### src/hw/rtl/lfg_pkg.sv
// Shared types and constants for the lagged Fibonacci (absolute difference) generator.
package lfg_pkg;

    localparam int MAX_LAG   = 64;
    localparam int WORD_W    = 31;
    localparam int LAG_W     = 7;
    localparam int PTR_W     = (MAX_LAG > 1) ? $clog2(MAX_LAG) : 1;
    localparam int CNT_W     = $clog2(MAX_LAG + 1);
    localparam int SUM_W     = ((CNT_W > LAG_W) ? CNT_W : LAG_W) + 1;
    localparam int CFG_IDX_W = 2;

    localparam logic [CFG_IDX_W-1:0] CFG_LAG_A = CFG_IDX_W'(0);
    localparam logic [CFG_IDX_W-1:0] CFG_LAG_B = CFG_IDX_W'(1);

    localparam logic [LAG_W-1:0] LAG_A_RESET = LAG_W'(24);
    localparam logic [LAG_W-1:0] LAG_B_RESET = LAG_W'(55);

    typedef enum logic [1:0] {
        OP_START    = 2'd0,
        OP_APPEND   = 2'd1,
        OP_GENERATE = 2'd2,
        OP_NONE     = 2'd3
    } op_t;

endpackage

### src/hw/rtl/lagged_fibonacci_abs_generator_top.sv
// Lagged Fibonacci generator, absolute-difference form, with a streaming interface.
// Latency: a generate passes through stage 1 and then the output reg before its result shows on m_tvalid.
// Throughput: one item per cycle while the result stream is not stalled; the history RAM has a registered read
//   with write bypass, so a generate may tap the word pushed by the item just ahead of it.
// Reset (aresetn low, synchronous): lags to 24/55, history empty, pipeline and output cleared.
// The history RAM itself is not cleared; the fill count keeps unwritten words from being read.
module lagged_fibonacci_abs_generator_top (
    input  logic                          aclk,
    input  logic                          aresetn,
    // input stream
    input  logic                          s_tvalid,
    output logic                          s_tready,
    input  logic [31:0]                   s_tdata,   // [30:0] seed_value, [31] zero
    input  logic [1:0]                    s_tuser,   // [1:0] operation
    // result stream
    output logic                          m_tvalid,
    input  logic                          m_tready,
    output logic [31:0]                   m_tdata,   // [30:0] value, [31] zero
    output logic [0:0]                    m_tuser,   // [0] status
    // configuration writes
    input  logic                          cfg_valid,
    output logic                          cfg_ready,
    input  logic [lfg_pkg::CFG_IDX_W-1:0] cfg_index,
    input  logic [lfg_pkg::LAG_W-1:0]     cfg_data
);
    import lfg_pkg::*;

    // wrap-around increment of the write pointer
    function automatic logic [PTR_W-1:0] ptr_inc(input logic [PTR_W-1:0] p);
        logic [PTR_W-1:0] r;
        if (p == PTR_W'(MAX_LAG - 1)) begin
            r = '0;
        end else begin
            r = p + 1'b1;
        end
        return r;
    endfunction

    // RAM address of the word lag places behind pointer p
    function automatic logic [PTR_W-1:0] tap_addr(input logic [PTR_W-1:0] p,
                                                  input logic [LAG_W-1:0] lag);
        logic [SUM_W-1:0] pe;
        logic [SUM_W-1:0] le;
        logic [SUM_W-1:0] r;
        pe = SUM_W'(p);
        le = SUM_W'(lag);
        if (le > pe) begin
            r = pe + SUM_W'(MAX_LAG) - le;
        end else begin
            r = pe - le;
        end
        return r[PTR_W-1:0];
    endfunction

    // configuration
    logic [LAG_W-1:0]  lag_a_reg;
    logic [LAG_W-1:0]  lag_b_reg;

    // history state
    logic [WORD_W-1:0] hist_mem [MAX_LAG];
    logic [PTR_W-1:0]  wp_reg;
    logic [PTR_W-1:0]  wp_next;
    logic [CNT_W-1:0]  count_reg;
    logic [CNT_W-1:0]  count_next;

    // stage 1: accepted item plus its two tapped words
    logic              s1_valid_reg;
    op_t               s1_op_reg;
    logic [WORD_W-1:0] s1_seed_reg;
    logic [WORD_W-1:0] rd_a_reg;
    logic [WORD_W-1:0] rd_b_reg;

    // output register
    logic              out_valid_reg;
    logic [WORD_W-1:0] out_value_reg;
    logic              out_status_reg;

    logic              s1_go;
    logic              in_xfer;
    logic [LAG_W-1:0]  need;
    logic              lag_ok;
    logic [WORD_W-1:0] diff;
    logic              we;
    logic [PTR_W-1:0]  waddr;
    logic [WORD_W-1:0] wdata;
    logic [PTR_W-1:0]  raddr_a;
    logic [PTR_W-1:0]  raddr_b;

    assign cfg_ready = 1'b1;

    // Stage 1 retires non-generate items at once; a generate waits for room in the output reg.
    assign s1_go    = s1_valid_reg &&
                      ((s1_op_reg != OP_GENERATE) || !out_valid_reg || m_tready);
    assign s_tready = !s1_valid_reg || s1_go;
    assign in_xfer  = s_tvalid && s_tready;

    assign need   = (lag_a_reg > lag_b_reg) ? lag_a_reg : lag_b_reg;
    assign lag_ok = (lag_a_reg != '0) && (lag_b_reg != '0) &&
                    (SUM_W'(count_reg) >= SUM_W'(need));
    assign diff   = (rd_a_reg > rd_b_reg) ? (rd_a_reg - rd_b_reg) : (rd_b_reg - rd_a_reg);

    // history update for the item retiring from stage 1
    always_comb begin
        we         = 1'b0;
        waddr      = wp_reg;
        wdata      = s1_seed_reg;
        wp_next    = wp_reg;
        count_next = count_reg;
        if (s1_go) begin
            case (s1_op_reg)
                OP_START: begin
                    we         = 1'b1;
                    waddr      = '0;
                    wp_next    = ptr_inc('0);
                    count_next = CNT_W'(1);
                end
                OP_APPEND: begin
                    we = 1'b1;
                end
                OP_GENERATE: begin
                    we    = lag_ok;
                    wdata = diff;
                end
                default: begin
                    we = 1'b0;
                end
            endcase
            if (we && (s1_op_reg != OP_START)) begin
                wp_next = ptr_inc(wp_reg);
                if (count_reg != CNT_W'(MAX_LAG)) begin
                    count_next = count_reg + 1'b1;
                end
            end
        end
    end

    // taps of the next item are taken against the pointer after the retiring push
    assign raddr_a = tap_addr(wp_next, lag_a_reg);
    assign raddr_b = tap_addr(wp_next, lag_b_reg);

    // history RAM: one write port, two registered read ports with write bypass
    always_ff @(posedge aclk) begin
        if (we) begin
            hist_mem[waddr] <= wdata;
        end
        if (in_xfer) begin
            rd_a_reg <= (we && (waddr == raddr_a)) ? wdata : hist_mem[raddr_a];
            rd_b_reg <= (we && (waddr == raddr_b)) ? wdata : hist_mem[raddr_b];
        end
    end

    // control and configuration
    always_ff @(posedge aclk) begin
        if (!aresetn) begin
            lag_a_reg     <= LAG_A_RESET;
            lag_b_reg     <= LAG_B_RESET;
            wp_reg        <= '0;
            count_reg     <= '0;
            s1_valid_reg  <= 1'b0;
            out_valid_reg <= 1'b0;
        end else begin
            if (cfg_valid && cfg_ready) begin
                case (cfg_index)
                    CFG_LAG_A: lag_a_reg <= cfg_data;
                    CFG_LAG_B: lag_b_reg <= cfg_data;
                    default:   ;
                endcase
            end
            wp_reg    <= wp_next;
            count_reg <= count_next;
            if (in_xfer) begin
                s1_valid_reg <= 1'b1;
            end else if (s1_go) begin
                s1_valid_reg <= 1'b0;
            end
            if (s1_go && (s1_op_reg == OP_GENERATE)) begin
                out_valid_reg <= 1'b1;
            end else if (m_tready) begin
                out_valid_reg <= 1'b0;
            end
        end
    end

    // payload registers
    always_ff @(posedge aclk) begin
        if (in_xfer) begin
            s1_op_reg   <= op_t'(s_tuser);
            s1_seed_reg <= s_tdata[WORD_W-1:0];
        end
        if (s1_go && (s1_op_reg == OP_GENERATE)) begin
            out_value_reg  <= lag_ok ? diff : '0;
            out_status_reg <= !lag_ok;
        end
    end

    assign m_tvalid = out_valid_reg;
    assign m_tdata  = {1'b0, out_value_reg};
    assign m_tuser  = out_status_reg;

endmodule

### config.mk
export PLATFORM = sky130hd
export DESIGN_NAME = lagged_fibonacci_abs_generator_top
export DESIGN_NICKNAME = d
export VERILOG_FILES = /design/src/hw/rtl/lfg_pkg.sv /design/src/hw/rtl/lagged_fibonacci_abs_generator_top.sv
export SDC_FILE = /design/constraint.sdc
export NUM_CORES = 2
export LEC_CHECK = 0
export ABC_CLOCK_PERIOD_IN_PS = 14600
export BUFFER_PORTS_ARGS = -buffer_cell sky130_fd_sc_hd__buf_2
export CAP_MARGIN = 20
export CORE_MARGIN = 2
export CORE_UTILIZATION = 45
export DETAILED_ROUTE_END_ITERATION = 8
export PLACE_DENSITY = 0.56
export SYNTH_ARGS = -nofsm -noshare
export SYNTH_HDL_FRONTEND = slang
export SYNTH_SLANG_ARGS = --single-unit
### constraint.sdc
create_clock -name aclk -period 14.6 [get_ports aclk]
set_input_delay 0.73 -clock aclk [delete_from_list [all_inputs] [get_ports aclk]]
set_output_delay 0.73 -clock aclk [all_outputs]
set_load 0.005 [all_outputs]
==> results.md <==
- Number of synthesized flops with an enable pin: 2,111
- Core area: 0.2253 mm²
- Critical path class: reg2reg
- Worst Skew: 0.02725 ns
- Seq cells post-synth: 2,140
- I/O Buffers: 80
- Synth warn: 0
- Largest net degree at the start of global routing: 122
- Post-CTS Setup Bufs: 0
- Total GRT Usage: 29.07%
- Most used cell, CP: mux2i_1
- Min-Delay Endpoint: s1_op_reg[1]
- Sequential area share after synthesis: 62.64%
- Crit path DAT: 10.80 ns
- Rows: 174
- Starting Density: 45.33%
- Unrepaired setup endpoints after global routing: false
- Post-route minimum period: 10.22 ns
- Max_cap viols: 0
- Reg-to-reg critical path startpoint: lag_b_reg[4]
- CP max FO: 90
- ANT nets after route: 0
- Count of boundary I/O pins: 84
- Layout net count: 5,409
- Slew @ Worst Pin: 1.186 ns
- CP startpoint kind: flop
- DRC errors left: 0
- Reg2reg path depth: 29
- Setup TNS: 0 ns
- Vias in the first global route: 58.12k
- First-pass GRT wire length: 461.1 mm
- VDD IR max: 0.1197 mV
- Initial antenna violation count: 9
- Most frequent cells in the layout: 2,111 x edfxtp_1, 1,240 x mux4_2, 228 x clkbuf_16, 182 x nand2_1, 164 x buf_4
- Most common cell after layout, fill and taps aside: edfxtp_1
- Critical path capture point type: flop
- Slew HR: 20.44%
- Filler instances: 17.85k
- Final setup fails: 0
- Total grt overflow: 0
- Final core utilization: 50.91%
- Die ar.: 0.2308 mm²
- Vias per cell: 6.728
- Top reg by flops: hist_mem
- Slew Viols, Final: 0
- Worst endpoint required time: 15.18 ns
- Ys async rst share: 0%
- DP HPWL: 179.9 mm
- Netlist Area Pre-Place: 0.1021 mm²
- CP peak stage delay: 1.39 ns
- H-tree depth: 4
- Post-synthesis cell type count: 76
- Fin. Hold Viols: 0
- CTS tree: done
- Syn avg cell area: 19.92 µm²
- Main synth FF type: edfxtp_1
- Status: completed
- Hold Path Stages: 1
- First-pass detailed-route iteration total: 6
- Initial DRC Count: 7,668
- Power per cell area: 133.6 mW/mm²
- Root buffer cell: clkbuf_16
- CP max-delay cell: fa_4
- Number of flip-flops in the largest register: 1,984
- Tcrit/Tclk final: 69.99%
- Area grow syn2layout: 12.31%
- Leak: 36.23 nW
- Placer congestion estimate: 0.9244
- Critical Path Start: lag_b_reg[4]
- Net Count, Synth: 5,267
- Hold Crit Start: s_tuser[1]
- Worst reg2reg setup slack: 4.38 ns
- Worst r2r dst: rd_a_reg[16]
- Routed length per placed instance: 39.38 µm
- Hold Path Class: in2reg
- Share of cells above drive strength 1: 35.95%
- Worst skew pair latency: 0.88 ns
- Via count: 56.87k
- Final wirelength: 332.9 mm
- Clk sink count: 2,140
- Mapped Cells: 5,127
- Clk slew on worst S/H paths: 0.06 ns
- Die height: 480.4 µm
- CTS max path bufs: 3
- Die W: 480.4 µm
- CTS buffer count: 225
- Fmax: 97.86 MHz
kinds of logic after synthesis:
kind of cell / Yosys count / synth area share (%)
buffers and inverters: 470 / 1.776
DFF: 2140 / 62.64
other: 2 / 0.007353
adders and majority gates: 92 / 1.156
muxes: 1370 / 28.67
AOI/OAI and AO/OA: 434 / 2.699
and+or+nand+nor: 572 / 2.606
xor gates and xnor gates: 47 / 0.4533
final cells by class:
type	count	area, µm²	share of cell area (%)
well taps	2992	3744	3.264
clock buffers	290	5948	5.185
flip-flops and latches	2140	63970	55.77
repair buffers	292	2322	2.024
clock inverters	126	1097	0.9566
multi-input cells	2517	37270	32.49
diodes	3	7.507	0.006545
inverters	93	351.6	0.3065
metal layers:
| metal | share of wire [%] | global-route usage, % | vias up | wire [µm] |
|---|---|---|---|---|
| li1 | - | - | 22360 | - |
| met1 | 39 | 39.77 | 31120 | 129900 |
| met2 | 49 | 47.28 | 2825 | 161600 |
| met3 | 8.5 | 5.056 | 563 | 28140 |
| met4 | 4.0 | 10.23 | 0 | 13180 |
| met5 | 0 | 0 | - | 0 |
worst max path at each step:
stage / cells past startpoint / end / slack, ns
5_1_grt: 29 / rd_a_reg[16] / 3.88
4_1_cts: 27 / rd_b_reg[2] / 4.40
2_1_floorplan: 32 / rd_b_reg[16] / 7.97
6_report: 29 / rd_a_reg[16] / 4.38
3_5_place_dp: 27 / rd_b_reg[2] / 4.47
3_3_place_gp: 28 / rd_b_reg[2] / 4.33
synth_stat cells (all sizes together), types with 40 or more instances:
library cell     n  area share, %
a211oi          46           0.34
inv             93           0.34
edfxtp        2111             62
ha              88            1.1
nand2          184           0.68
nor2           177           0.65
mux2            40           0.44
a21oi          137           0.67
clkbuf         238           0.87
o21ai           92           0.45
buf            139           0.56
nor2b           48           0.29
mux4          1240             27
mux2i           90           0.88
timing repair:
| action | CTS | global route |
|---|---|---|
| hold buffers | 24 | 0 |
| hold endpoints to repair | 24 | 0 |
| gates resized for setup | 0 | 0 |
critical path, delay by kind of cell, from the launching register on:
family	cells	cell delay (ns)
AO/OA/AOI/OAI	10	2.67
adder cells (fa/ha/maj)	4	2.18
buffers and inverters	5	1.77
flip-flops	1	0.36
multiplexers	5	2.24
AND/OR/NAND/NOR	5	0.52
through the flow:
step | hold slack (ns) | total power (W) | worst slack [ns] | area (µm²) | cells
2_1_floorplan | 0.5010 | 0.008902 | 7.966 | 102100 | 5127
3_3_place_gp | 0.5393 | 0.009827 | 4.332 | 107300 | 8003
3_5_place_dp | 0.5448 | 0.009834 | 4.467 | 107300 | 8004
4_1_cts | 0.001635 | 0.01539 | 4.398 | 114600 | 8444
5_1_grt | 0.02029 | 0.01579 | 3.878 | 114700 | 8452
6_report | 0.05127 | 0.01532 | 4.382 | 114700 | 8453
where the power goes:
part	switching, W	internal, W	leakage [nW]	total (W)
clock	0.00244	0.00316	3.43	0.00559
combinational	0.00161	0.00116	13.5	0.00278
sequential	0.0000473	0.00690	19.3	0.00695
No activity file was read; power rests on OpenSTA's default activity.
